**src/sv/hx64_pkg.sv**
```systemverilog
// Shared types, codes and helpers for the hex to base64 stream encoder.
// Depends on nothing; every other file imports it.
package hx64_pkg;

  // Field widths of the two channels.
  localparam int HEX_W = 8;
  localparam int B64_W = 7;

  // Depth of the job queue between the front and the back.
  localparam int QDEPTH = 4;
  localparam int QPTR_W = $clog2(QDEPTH);
  localparam int QCNT_W = $clog2(QDEPTH + 1);

  // Job kinds handed from the front to the back.
  localparam logic [1:0] JOB_ERR  = 2'd0;  // bad digit: one error result
  localparam logic [1:0] JOB_PAIR = 2'd1;  // full 12-bit group: two symbols
  localparam logic [1:0] JOB_ONE  = 2'd2;  // one leftover nibble: symbol and "="
  localparam logic [1:0] JOB_TWO  = 2'd3;  // two leftover nibbles: two symbols and "=="

  // ASCII codes used by the encoder.
  localparam logic [HEX_W-1:0] ASC_0   = 8'd48;
  localparam logic [HEX_W-1:0] ASC_9   = 8'd57;
  localparam logic [HEX_W-1:0] ASC_A   = 8'd65;
  localparam logic [HEX_W-1:0] ASC_F   = 8'd70;
  localparam logic [HEX_W-1:0] ASC_A10 = 8'd55;  // 'A' minus ten
  localparam logic [B64_W-1:0] ASC_PAD = 7'd61;  // '='

  // One job: the kind, up to twelve data bits and the message-end flag.
  typedef struct packed {
    logic [1:0]  kind;
    logic [11:0] data;
    logic        last;
  } job_t;

  // Queue status seen by the front and the back.
  typedef struct packed {
    logic full;
    logic nonempty;
  } q_stat_t;

  // Map a six-bit value to its base64 character.
  function automatic logic [B64_W-1:0] b64_symbol(input logic [5:0] v);
    logic [B64_W-1:0] ve;
    ve = {1'b0, v};
    if (v <= 6'd25) begin
      b64_symbol = ve + 7'd65;
    end else if (v <= 6'd51) begin
      b64_symbol = ve + 7'd71;
    end else if (v <= 6'd61) begin
      b64_symbol = ve - 7'd4;
    end else if (v == 6'd62) begin
      b64_symbol = 7'd43;
    end else begin
      b64_symbol = 7'd47;
    end
  endfunction

  // Index of the last result that a job of the given kind produces.
  function automatic logic [1:0] job_last_idx(input logic [1:0] kind);
    unique case (kind)
      JOB_ERR:  job_last_idx = 2'd0;
      JOB_PAIR: job_last_idx = 2'd1;
      JOB_ONE:  job_last_idx = 2'd1;
      default:  job_last_idx = 2'd3;
    endcase
  endfunction

endpackage

```
**src/sv/hx64_if.sv**
```systemverilog
// Valid/ready channel interfaces for the hex digit input and the base64 output.
// Depends on hx64_pkg for the field widths.
interface hx64_in_if;
  import hx64_pkg::*;
  logic             valid;
  logic             ready;
  logic [HEX_W-1:0] hex_char;
  logic             end_of_message;

  modport source(output valid, output hex_char, output end_of_message, input ready);
  modport sink(input valid, input hex_char, input end_of_message, output ready);
endinterface

interface hx64_out_if;
  import hx64_pkg::*;
  logic             valid;
  logic             ready;
  logic [B64_W-1:0] b64_char;
  logic             final_char;
  logic             bad_digit;

  modport source(output valid, output b64_char, output final_char, output bad_digit,
                 input ready);
  modport sink(input valid, input b64_char, input final_char, input bad_digit,
               output ready);
endinterface

```
**src/sv/hex_to_base64_stream_core.sv**
```systemverilog
// Hex to base64 stream encoder, top level: front end, job queue and back end.
// Depends on hx64_pkg, hx64_if, hx64_front, hx64_queue and hx64_back.
//
// One ASCII hex digit ('0'-'9', 'A'-'F') enters per request, with a flag on
// the last digit of a message; base64 characters leave one per cycle while
// the sink is ready. The input takes a new digit every cycle while the
// four-entry job queue has room, also for digits that only fill the pending
// nibbles. Every third digit makes two characters, a message end with leftover
// bits makes two or four (padding included), and a bad digit makes one error
// result that closes the message. The output port sets the sustained rate at
// one character per cycle: full groups stream at one digit per cycle, since
// three digits give two characters, while messages of one or two digits
// make two characters per digit. The first character of a digit passes
// through the job queue and the output register before it is presented.
module hex_to_base64_stream_core (
  input  logic       clk,
  input  logic       rst_n,
  hx64_in_if.sink    in_ch,
  hx64_out_if.source out_ch
);
  import hx64_pkg::*;

  logic    push, pop;
  job_t    push_job, head_job;
  q_stat_t q_stat;

  // Digit decode and pending-nibble tracking.
  hx64_front u_front (
    .clk      (clk),
    .rst_n    (rst_n),
    .in_ch    (in_ch),
    .q_stat   (q_stat),
    .push     (push),
    .push_job (push_job)
  );

  // Jobs waiting for the output sequencer.
  hx64_queue u_queue (
    .clk      (clk),
    .rst_n    (rst_n),
    .push     (push),
    .push_job (push_job),
    .pop      (pop),
    .head_job (head_job),
    .q_stat   (q_stat)
  );

  // Character generation and output register.
  hx64_back u_back (
    .clk      (clk),
    .rst_n    (rst_n),
    .head_job (head_job),
    .q_stat   (q_stat),
    .pop      (pop),
    .out_ch   (out_ch)
  );

endmodule

```
**src/sv/hx64_front.sv**
```systemverilog
// Front end: accepts hex digits, decodes them and tracks the pending nibbles.
// Depends on hx64_pkg and hx64_in_if; pushes jobs toward hx64_queue.
module hx64_front (
  input  logic              clk,
  input  logic              rst_n,
  hx64_in_if.sink           in_ch,
  input  hx64_pkg::q_stat_t q_stat,
  output logic              push,
  output hx64_pkg::job_t    push_job
);
  import hx64_pkg::*;

  logic [7:0] pend_r, pend_nxt;
  logic [1:0] phase_r, phase_nxt;
  logic       accept;
  logic       is_dec, is_hex;
  logic [3:0] nib;

  assign in_ch.ready = !q_stat.full;
  assign accept      = in_ch.valid && in_ch.ready;

  // Classify the incoming character and extract its nibble.
  always_comb begin
    logic [HEX_W-1:0] diff;
    diff   = '0;
    is_dec = (in_ch.hex_char >= ASC_0) && (in_ch.hex_char <= ASC_9);
    is_hex = (in_ch.hex_char >= ASC_A) && (in_ch.hex_char <= ASC_F);
    if (is_dec) begin
      diff = in_ch.hex_char - ASC_0;
    end else begin
      diff = in_ch.hex_char - ASC_A10;
    end
    nib = diff[3:0];
  end

  // Decide the job for this digit and the next pending state.
  always_comb begin
    pend_nxt      = pend_r;
    phase_nxt     = phase_r;
    push          = 1'b0;
    push_job.kind = JOB_ERR;
    push_job.data = '0;
    push_job.last = 1'b1;
    if (accept) begin
      if (!(is_dec || is_hex)) begin
        // A bad digit ends the message with an error and clears the state.
        push      = 1'b1;
        pend_nxt  = '0;
        phase_nxt = '0;
      end else if (phase_r == 2'd2) begin
        push          = 1'b1;
        push_job.kind = JOB_PAIR;
        push_job.data = {pend_r, nib};
        push_job.last = in_ch.end_of_message;
        pend_nxt      = '0;
        phase_nxt     = '0;
      end else if (phase_r == 2'd1) begin
        if (in_ch.end_of_message) begin
          push          = 1'b1;
          push_job.kind = JOB_TWO;
          push_job.data = {4'd0, pend_r[3:0], nib};
          pend_nxt      = '0;
          phase_nxt     = '0;
        end else begin
          pend_nxt  = {pend_r[3:0], nib};
          phase_nxt = 2'd2;
        end
      end else begin
        // Phase zero, or the unreachable phase three treated alike.
        if (in_ch.end_of_message) begin
          push          = 1'b1;
          push_job.kind = JOB_ONE;
          push_job.data = {8'd0, nib};
          pend_nxt      = '0;
          phase_nxt     = '0;
        end else begin
          pend_nxt  = {4'd0, nib};
          phase_nxt = 2'd1;
        end
      end
    end
  end

  always_ff @(posedge clk) begin
    if (!rst_n) begin
      pend_r  <= '0;
      phase_r <= '0;
    end else begin
      pend_r  <= pend_nxt;
      phase_r <= phase_nxt;
    end
  end

endmodule

```
**src/sv/hx64_queue.sv**
```systemverilog
// Short job queue that decouples the front end from the output sequencer.
// Depends on hx64_pkg for job_t, q_stat_t and the queue depth.
module hx64_queue (
  input  logic               clk,
  input  logic               rst_n,
  input  logic               push,
  input  hx64_pkg::job_t     push_job,
  input  logic               pop,
  output hx64_pkg::job_t     head_job,
  output hx64_pkg::q_stat_t  q_stat
);
  import hx64_pkg::*;

  job_t              mem_r [QDEPTH];
  logic [QPTR_W-1:0] wr_ptr_r, wr_ptr_nxt;
  logic [QPTR_W-1:0] rd_ptr_r, rd_ptr_nxt;
  logic [QCNT_W-1:0] cnt_r, cnt_nxt;

  assign q_stat.full     = (cnt_r == QCNT_W'(QDEPTH));
  assign q_stat.nonempty = (cnt_r != '0);
  assign head_job        = mem_r[rd_ptr_r];

  // Pointer and fill count update.
  always_comb begin
    wr_ptr_nxt = wr_ptr_r;
    rd_ptr_nxt = rd_ptr_r;
    cnt_nxt    = cnt_r;
    if (push) begin
      wr_ptr_nxt = wr_ptr_r + QPTR_W'(1);
    end
    if (pop) begin
      rd_ptr_nxt = rd_ptr_r + QPTR_W'(1);
    end
    if (push && !pop) begin
      cnt_nxt = cnt_r + QCNT_W'(1);
    end else if (pop && !push) begin
      cnt_nxt = cnt_r - QCNT_W'(1);
    end
  end

  always_ff @(posedge clk) begin
    if (!rst_n) begin
      wr_ptr_r <= '0;
      rd_ptr_r <= '0;
      cnt_r    <= '0;
    end else begin
      wr_ptr_r <= wr_ptr_nxt;
      rd_ptr_r <= rd_ptr_nxt;
      cnt_r    <= cnt_nxt;
    end
  end

  // Job storage; entries need no reset since the count guards them.
  always_ff @(posedge clk) begin
    if (push) begin
      mem_r[wr_ptr_r] <= push_job;
    end
  end

endmodule

```
**src/sv/hx64_back.sv**
```systemverilog
// Back end: turns each queued job into base64 characters, one per ready cycle.
// Depends on hx64_pkg and hx64_out_if; reads the head of hx64_queue.
module hx64_back (
  input  logic              clk,
  input  logic              rst_n,
  input  hx64_pkg::job_t    head_job,
  input  hx64_pkg::q_stat_t q_stat,
  output logic              pop,
  hx64_out_if.source        out_ch
);
  import hx64_pkg::*;

  logic [1:0]       idx_r, idx_nxt;
  logic             ovalid_r, ovalid_nxt;
  logic [B64_W-1:0] ochar_r;
  logic             ofinal_r, obad_r;
  logic             load;
  logic [B64_W-1:0] ch;
  logic             fin, bad;

  assign out_ch.valid      = ovalid_r;
  assign out_ch.b64_char   = ochar_r;
  assign out_ch.final_char = ofinal_r;
  assign out_ch.bad_digit  = obad_r;

  // The output register takes a new character whenever it is empty or draining.
  assign load = q_stat.nonempty && (!ovalid_r || out_ch.ready);
  assign pop  = load && (idx_r == job_last_idx(head_job.kind));

  // Character for the current position within the head job.
  always_comb begin
    ch  = '0;
    fin = 1'b0;
    bad = 1'b0;
    unique case (head_job.kind)
      JOB_ERR: begin
        fin = 1'b1;
        bad = 1'b1;
      end
      JOB_PAIR: begin
        if (idx_r == 2'd0) begin
          ch = b64_symbol(head_job.data[11:6]);
        end else begin
          ch  = b64_symbol(head_job.data[5:0]);
          fin = head_job.last;
        end
      end
      JOB_ONE: begin
        if (idx_r == 2'd0) begin
          ch = b64_symbol({head_job.data[3:0], 2'b00});
        end else begin
          ch  = ASC_PAD;
          fin = 1'b1;
        end
      end
      default: begin
        case (idx_r)
          2'd0:    ch = b64_symbol(head_job.data[7:2]);
          2'd1:    ch = b64_symbol({head_job.data[1:0], 4'd0});
          2'd2:    ch = ASC_PAD;
          default: begin
            ch  = ASC_PAD;
            fin = 1'b1;
          end
        endcase
      end
    endcase
  end

  // Position counter and output valid.
  always_comb begin
    idx_nxt    = idx_r;
    ovalid_nxt = ovalid_r;
    if (load) begin
      ovalid_nxt = 1'b1;
      idx_nxt    = pop ? 2'd0 : idx_r + 2'd1;
    end else if (out_ch.ready) begin
      ovalid_nxt = 1'b0;
    end
  end

  always_ff @(posedge clk) begin
    if (!rst_n) begin
      idx_r    <= '0;
      ovalid_r <= 1'b0;
    end else begin
      idx_r    <= idx_nxt;
      ovalid_r <= ovalid_nxt;
    end
  end

  // Output payload, held while the sink stalls.
  always_ff @(posedge clk) begin
    if (load) begin
      ochar_r  <= ch;
      ofinal_r <= fin;
      obad_r   <= bad;
    end
  end

endmodule

```
**src/flat_wrapper.sv**
```systemverilog
// flat-port wrapper written by rule: the top's interface ports become plain ports
module hex_to_base64_stream_core_flat import hx64_pkg::*;
  (clk, rst_n, in_ch_valid, in_ch_hex_char, in_ch_end_of_message, in_ch_ready, out_ch_valid, out_ch_b64_char, out_ch_final_char, out_ch_bad_digit, out_ch_ready);
  hx64_in_if in_ch_i ();
  hx64_out_if out_ch_i ();
  input  logic clk;
  input  logic rst_n;
  input wire logic [$bits(in_ch_i.valid)-1:0] in_ch_valid;
  input wire logic [$bits(in_ch_i.hex_char)-1:0] in_ch_hex_char;
  input wire logic [$bits(in_ch_i.end_of_message)-1:0] in_ch_end_of_message;
  output wire logic [$bits(in_ch_i.ready)-1:0] in_ch_ready;
  output wire logic [$bits(out_ch_i.valid)-1:0] out_ch_valid;
  output wire logic [$bits(out_ch_i.b64_char)-1:0] out_ch_b64_char;
  output wire logic [$bits(out_ch_i.final_char)-1:0] out_ch_final_char;
  output wire logic [$bits(out_ch_i.bad_digit)-1:0] out_ch_bad_digit;
  input wire logic [$bits(out_ch_i.ready)-1:0] out_ch_ready;
  assign in_ch_i.valid = in_ch_valid;
  assign in_ch_i.hex_char = in_ch_hex_char;
  assign in_ch_i.end_of_message = in_ch_end_of_message;
  assign in_ch_ready = in_ch_i.ready;
  assign out_ch_valid = out_ch_i.valid;
  assign out_ch_b64_char = out_ch_i.b64_char;
  assign out_ch_final_char = out_ch_i.final_char;
  assign out_ch_bad_digit = out_ch_i.bad_digit;
  assign out_ch_i.ready = out_ch_ready;
  hex_to_base64_stream_core u_core (.clk(clk), .rst_n(rst_n), .in_ch(in_ch_i), .out_ch(out_ch_i));
endmodule
```
**config.mk**
```make
export PLATFORM = sky130hd
export DESIGN_NAME = hex_to_base64_stream_core_flat
export DESIGN_NICKNAME = d
export VERILOG_FILES = /design/src/sv/hx64_pkg.sv /design/src/sv/hx64_if.sv /design/src/sv/hex_to_base64_stream_core.sv /design/src/sv/hx64_front.sv /design/src/sv/hx64_queue.sv /design/src/sv/hx64_back.sv /design/src/flat_wrapper.sv
export SDC_FILE = /design/constraint.sdc
export NUM_CORES = 1
export LEC_CHECK = 0
export ABC_AREA = 0
export BUFFER_PORTS_ARGS = -buffer_cell sky130_fd_sc_hd__buf_2
export CAP_MARGIN = 20
export CORE_ASPECT_RATIO = 1.5
export CORE_MARGIN = 2
export CORE_UTILIZATION = 45
export DETAILED_ROUTE_END_ITERATION = 12
export HOLD_SLACK_MARGIN = 0.02
export SLEW_MARGIN = 20
export SYNTH_ARGS = -nofsm -noshare
export SYNTH_HDL_FRONTEND = slang
export SYNTH_SLANG_ARGS = --single-unit
export TNS_END_PERCENT = 5
```
**constraint.sdc**
```tcl
create_clock -name clk -period 7.4 [get_ports clk]
set_clock_uncertainty 0.2 [all_clocks]
set_input_delay 1.11 -clock clk [delete_from_list [all_inputs] [get_ports clk]]
set_output_delay 1.11 -clock clk [all_outputs]
set_load 0.02 [all_outputs]
```
==> results of run 1 <==
-- through the flow --
| step | power (uW) | std cells | worst slack [ns] | hold slack (ns) | instance area (um2) |
|---|---|---|---|---|---|
| after floorplan | 1449 | 504 | 3.562 | 0.2780 | 5604 |
| after global placement | 1680 | 658 | 3.196 | 0.2585 | 5779 |
| after detailed placement | 1689 | 658 | 3.045 | 0.2693 | 5779 |
| after CTS | 2179 | 674 | 3.193 | 0.2798 | 6113 |
| after global routing | 2298 | 674 | 3.045 | 0.3039 | 6113 |
| final | 2177 | 674 | 3.286 | 0.2805 | 6113 |
-- cell type report --
class                           count  area [um2]
Timing Repair Buffer               24       122.6
Inverter                           24       90.09
Clock buffer                       12       300.3
Sequential cell                    91        2512
Fill cell                        1080        5964
Tap cell                          153       191.4
Clock inverter                      4       33.78
Multi-Input combinational cell    366        2863
-- report_power, final --
group	switching [uW]	internal, uW	total [uW]
logic	640	370	1010
registers	33.6	645	678
clock network	195	293	488
-- layer usage --
layer | wire, um | GRT usage, % | vias to the layer above
li1 | - | - | 1913
met1 | 5005 | 22.04 | 1883
met2 | 6868 | 35.51 | 97
met3 | 371 | 3.421 | 31
met4 | 594 | 10.37 | 0
met5 | 0 | 0 | -
-- synth_stat cells, drive strengths merged (9+ instances only) --
master / number / area share (%)
a21oi: 19 / 1.9
and2: 19 / 2.1
and3: 12 / 1.4
buf: 11 / 1.6
clkbuf: 12 / 0.85
dfxtp: 22 / 7.9
edfxtp: 69 / 37
ha: 37 / 8.3
inv: 22 / 1.5
mux2i: 11 / 2.0
mux4: 15 / 6.4
nand2: 41 / 2.8
nand3: 13 / 1.2
nor2: 28 / 2.0
nor2b: 18 / 2.0
nor3: 15 / 1.7
o211ai: 9 / 1.3
o21ai: 27 / 2.5
xnor2: 16 / 2.5
-- flip-flops by register name, summed over array words and instances, names as in the netlist, named ones only --
name,cells
u_core.u_back.out_ch.final_char,1
u_core.u_front.phase_r,2
u_core.u_queue.wr_ptr_r,2
u_core.u_queue.mem_r,60
u_core.u_front.pend_r,8
u_core.u_back.idx_r,2
u_core.u_back.out_ch.valid,1
u_core.u_queue.cnt_r,3
u_core.u_back.out_ch.bad_digit,1
u_core.u_back.out_ch.b64_char,7
u_core.u_queue.rd_ptr_r,2
-- how the worst max path moves through the flow --
| stage | start | end | cells after the start |
|---|---|---|---|
| after global routing | flop | u_core.u_back.out_ch.b64_char[5] | 9 |
| final | flop | u_core.u_back.out_ch.b64_char[5] | 9 |
| after CTS | flop | u_core.u_back.out_ch.b64_char[5] | 9 |
| after floorplan | in_ch_hex_char[0] | u_core.u_queue.cnt_r[2] | 13 |
| after detailed placement | in_ch_hex_char[0] | u_core.u_queue.cnt_r[2] | 14 |
| after global placement | in_ch_hex_char[0] | u_core.u_queue.cnt_r[2] | 14 |
-- worst max-delay path: stages (launching register included) --
cell and delay (ns):
dfxtp_1 0.80, mux4_1 0.64, inv_1 0.19, ha_1 0.29, nor2b_1 0.48, ha_1 0.39, a21oi_2 0.16, xor2_1 0.15
o311ai_0 0.13, a2111o_1 0.44
-- kinds of logic (layout without fill, tap and decap cells) --
| group | Yosys count | count (layout) | synth area share, % |
|---|---|---|---|
| buffers and inverters | 47 | 64 | 4.086 |
| multiplexers | 28 | 28 | 8.797 |
| flip-flops | 91 | 91 | 44.83 |
| XOR/XNOR | 21 | 21 | 3.282 |
| AND/OR/NAND/NOR | 165 | 165 | 15.65 |
| AO/OA/AOI/OAI | 114 | 114 | 14.74 |
| adder cells (fa/ha/maj) | 38 | 38 | 8.618 |
==> metrics.md, run 1 <==
| Metric | Value |
|---|---|
| DP Wirelength | 9442 um |
| Sum of negative setup slack | 0 ns |
| Leakage | 0.002243 uW |
| Per-cell routed wire length | 19.05 um |
| RSZ-0062 raised after global routing | no |
| Initial antenna violation count | 0 |
| R2R Path End | u_core.u_back.out_ch.b64_char[5] |
| Global-route wire length before repair | 20170 um |
| Synth Area per Inst | 11.12 um2 |
| Die Ht | 140.7 um |
| Core Area | 0.01208 mm2 |
| FFs w/ async S/R, synth | 0% |
| Number of synthesized flops with an enable pin | 69 |
| GRT overflow | 0 |
| Setup Buffers After CTS | 0 |
| WS Path Type | flop to flop |
| Hold_buf cts | 0 |
| Fmax | 243.1 MHz |
| # rows | 49 |
| Post-CTS Resized | 0 |
| Most common cell after layout, fill and taps aside | edfxtp_1 |
| Endpoints failing setup | 0 |
| Clock-pin slew on the worst setup and hold paths | 0.07 ns |
| Reg-to-reg setup timing slack | 3.29 ns |
| Cts bufs inserted | 9 |
| Path depth of the worst reg2reg path | 9 |
| Status | finished clean |
| # nets final | 567 |
| Die span in x | 95.12 um |
| Sequential element share of the synthesized area | 44.83% |
| Tmin final | 4.114 ns |
| Vias/cell | 5.822 |
| CTS tree | built |
| Max-slew violation count | 0 |
| Drc violations | 0 |
| Worst slew margin | 42.91% |
| Ant. Diodes | 0 |
| Final period util | 55.59% |
| Starting Density | 46.40% |
| Longest Clk Path Bufs | 2 |
| Clock Latency Late Sink | 0.34 ns |
| Hold Vio Cnt, Final | 0 |
| Synthesized area | 0.005604 mm2 |
| Synth Instances | 504 |
| Netlist cell types | 77 |
| All-Layer GR Usage | 19.89% |
| Yosys reg bits | 91 |
| HP Start | u_core.u_back.out_ch.valid |
| Vias in the first global route | 3776 |
| Worst min path class | flop to flop |
| Layout cells sized above 1 | 13.82% |
| Clock sink total | 91 |
| Largest net degree at the start of global routing | 22 |
| WL final | 12840 um |
| End-of-flow core utilization | 50.62% |
| Vias | 3924 |
| Ports | 24 |
| Drt pass-1 iters | 7 |
| WHS Path Cells | 2 |
| Root buffer cell | clkbuf_16 |
| Worst-Margin Slew | 0.8564 ns |
| CP endpoint kind | flop |
| CTS H-tree lvls | 3 |
| Synth Warn # | 0 |
| Antenna-violating nets left | 0 |
| Routability congestion estimate | 0.9194 |
| Syn nets | 555 |
| Hold endpoint | u_core.u_back.out_ch.valid |
| P&R area growth vs syn | 9.087% |
| Crit path max fanout | 15 |
| Die area | 0.01338 mm2 |
| Commonest non-fill, non-tap cells in the layout | edfxtp_1 (69), nand2_1 (40), ha_1 (37), nor2_1 (26) |
| Ys flop type | edfxtp_1 |
| Startpoint Class | flop |
| WP data arrival | 4.01 ns |
| Port bufs | 23 |
| Power density cells | 356.0 mW/mm2 |
| Req. time, crit path | 7.30 ns |
| Max_cap viols | 0 |
| Iter 0 DRT Violations | 185 |
| Worst VDD drop | 0.1656 mV |
Note: power is estimated with default switching activity, not from simulation.
==> run 2: changes to the inputs <==
==> constraint.sdc (replaced) <==
create_clock -name clk -period 4.1 [get_ports clk]
set_clock_uncertainty 0.2 [all_clocks]
set_input_delay 0.615 -clock clk [delete_from_list [all_inputs] [get_ports clk]]
set_output_delay 0.615 -clock clk [all_outputs]
set_load 0.02 [all_outputs]
==> run 2 against run 1 <==
Effect of this change: non-clock buffer count increased by 19; sequential power increased by 80%; die area unchanged; register-to-register slack got worse by 3.0 ns; first-iteration DRC count decreased by 29%; final area increased by 1.4%; clock power increased by 57%; utilization increased by 0.73 points; critical endpoint is now u_core.u_back.out_ch.b64_char[4].
==> metrics.md, run 2 (same netlist as run 1, synthesis figures left out) <==
| Metric | Value |
|---|---|
| Iter 0 DRT Violations | 131 (-29%) |
| Layout cells sized above 1 | 16.67% (+2.8 points) |
| Starting Density | 46.40% (unchanged) |
| Port bufs | 23 (unchanged) |
| Fmax | 265.6 MHz (+9.3%) |
| Largest register by flop count | u_core.u_queue.mem_r |
| Clock Latency Late Sink | 0.34 ns (about the same) |
| Core Area | 0.01208 mm2 (unchanged) |
| Largest net degree at the start of global routing | 22 (unchanged) |
| CTS tree | built |
| CTS H-tree lvls | 3 (unchanged) |
| Antenna-violating nets left | 0 (unchanged) |
| CP endpoint kind | flop |
| Startpoint Class | flop |
| Commonest non-fill, non-tap cells in the layout | edfxtp_1 (69), nand2_1 (40), ha_1 (37), nor2_1 (26) |
| WS Path Type | flop to flop |
| Clock sink total | 91 (unchanged) |
| Routability congestion estimate | 0.9183 (-0.12%) |
| GRT overflow | 0 (unchanged) |
| Final period util | 91.82% (+36 points) |
| WP data arrival | 3.66 ns (-0.35 ns) |
| Max reg flops | 60 (unchanged) |
| Max_cap viols | 0 (unchanged) |
| Hold Vio Cnt, Final | 0 (unchanged) |
| Global-route wire length before repair | 20400 um (+1.2%) |
| WL final | 12770 um (-0.53%) |
| All-Layer GR Usage | 20.07% (+0.18 points) |
| Ant. Diodes | 0 (unchanged) |
| Leakage | 0.002314 uW (+3.2%) |
| Tmin final | 3.765 ns (-0.3490 ns) |
| Die span in x | 95.12 um (unchanged) |
| Longest Clk Path Bufs | 2 (unchanged) |
| Initial antenna violation count | 0 (unchanged) |
| End-of-flow core utilization | 51.34% (+0.73 points) |
| Status | finished clean |
| Die Ht | 140.7 um (unchanged) |
| Worst-Margin Slew | 0.6870 ns (-0.1694 ns) |
| Worst VDD drop | 0.3361 mV (+100%) |
| P&R area growth vs syn | 10.65% |
| Worst min path class | flop to flop |
| Setup Buffers After CTS | 0 (unchanged) |
| Drt pass-1 iters | 4 (-3) |
| Vias in the first global route | 3987 (+5.6%) |
| # nets final | 586 (+3.4%) |
| Vias/cell | 5.812 (-0.16%) |
| RSZ-0062 raised after global routing | no |
| Sum of negative setup slack | 0 ns (unchanged) |
| Crit path max fanout | 11 (-4) |
| Max-slew violation count | 0 (unchanged) |
| Clock-pin slew on the worst setup and hold paths | 0.07 ns (about the same) |
| Req. time, crit path | 4.00 ns (-3.30 ns) |
| Cts bufs inserted | 9 (unchanged) |
| Root buffer cell | clkbuf_16 |
| Power density cells | 625.8 mW/mm2 (+76%) |
| Endpoints failing setup | 0 (unchanged) |
| DP Wirelength | 9772 um (+3.5%) |
| Die area | 0.01338 mm2 (unchanged) |
| Final setup margin | 0.3354 ns (-2.951 ns) |
| Worst slew margin | 53.93% (+11 points) |
| Drc violations | 0 (unchanged) |
| Per-cell routed wire length | 18.43 um (-3.3%) |
| Dpl ws | 0.3224 ns (-2.722 ns) |
| Ports | 24 (unchanged) |
| Vias | 4028 (+2.7%) |
| Post-CTS Resized | 0 (unchanged) |
| Most common cell after layout, fill and taps aside | edfxtp_1 |
| # rows | 49 (unchanged) |
| Hold_buf cts | 0 (unchanged) |
[run 2: cell count changes in the layout (fill, tap and decap cells not counted), sizes merged]
| cell | delta |
|---|---|
| clkbuf | -1 |
| buf | +19 |
| clkinv | +1 |
[run 2: path summary, 6_finish.rpt]
kind	startpoint	to	slack (ns)	cells after the start
max	flop	u_core.u_back.out_ch.b64_char[4]	0.34	11
min	u_core.u_back.out_ch.valid	u_core.u_back.out_ch.valid	0.28	2
max reg2reg	flop	u_core.u_back.out_ch.b64_char[4]	0.34	11
min reg2reg	u_core.u_back.out_ch.valid	u_core.u_back.out_ch.valid	0.28	2
[run 2: area by class of cell]
type / count / area [um2]
fill: 1048 / 5877
multi-input combinational: 366 / 2863
sequential: 91 / 2512
timing repair buffer: 43 / 265.3
clock buffer: 11 / 242.7
tap: 153 / 191.4
inverter: 24 / 90.09
clock inverter: 5 / 36.28
[run 2: through the flow]
| step | cells | cell area, um2 | hold slack (ns) | power [uW] |
|---|---|---|---|---|
| 4_1_cts | 693 | 6201 | 0.2842 | 3895 |
| 3_3_place_gp | 677 | 5922 | 0.2620 | 3089 |
| 5_1_grt | 693 | 6201 | 0.3091 | 4122 |
| 3_5_place_dp | 677 | 5922 | 0.2755 | 3117 |
| 6_report | 693 | 6201 | 0.2846 | 3881 |
| 2_1_floorplan | 504 | 5604 | 0.2780 | 2615 |
[run 2: where the power goes]
group          total, uW  switching [uW]  internal, uW  leakage, uW
Combinational       1890            1170           727      0.00136
Sequential          1220            56.0          1160     0.000812
Clock                768             337           431     0.000140
[run 2: worst max-delay path: stages (launching register included)]
cell and delay (ns):
dfxtp_1 0.31, buf_4 0.20, mux4_2 0.66, inv_1 0.22
ha_1 0.28, nor2b_1 0.08, o21a_1 0.19, o21a_4 0.25
mux2_4 0.30, a211oi_1 0.54, o211ai_1 0.14, and3_1 0.16
[run 2: metal layers]
| layer | vias up | track usage, % | part of all wire (%) | wire length (um) |
|---|---|---|---|---|
| li1 | 1935 | - | - | - |
| met1 | 1960 | 21.18 | 38 | 4813 |
| met2 | 98 | 35.99 | 54 | 6893 |
| met3 | 35 | 3.207 | 2.6 | 330 |
| met4 | 0 | 12.81 | 5.8 | 735 |
| met5 | - | 0 | 0 | 0 |
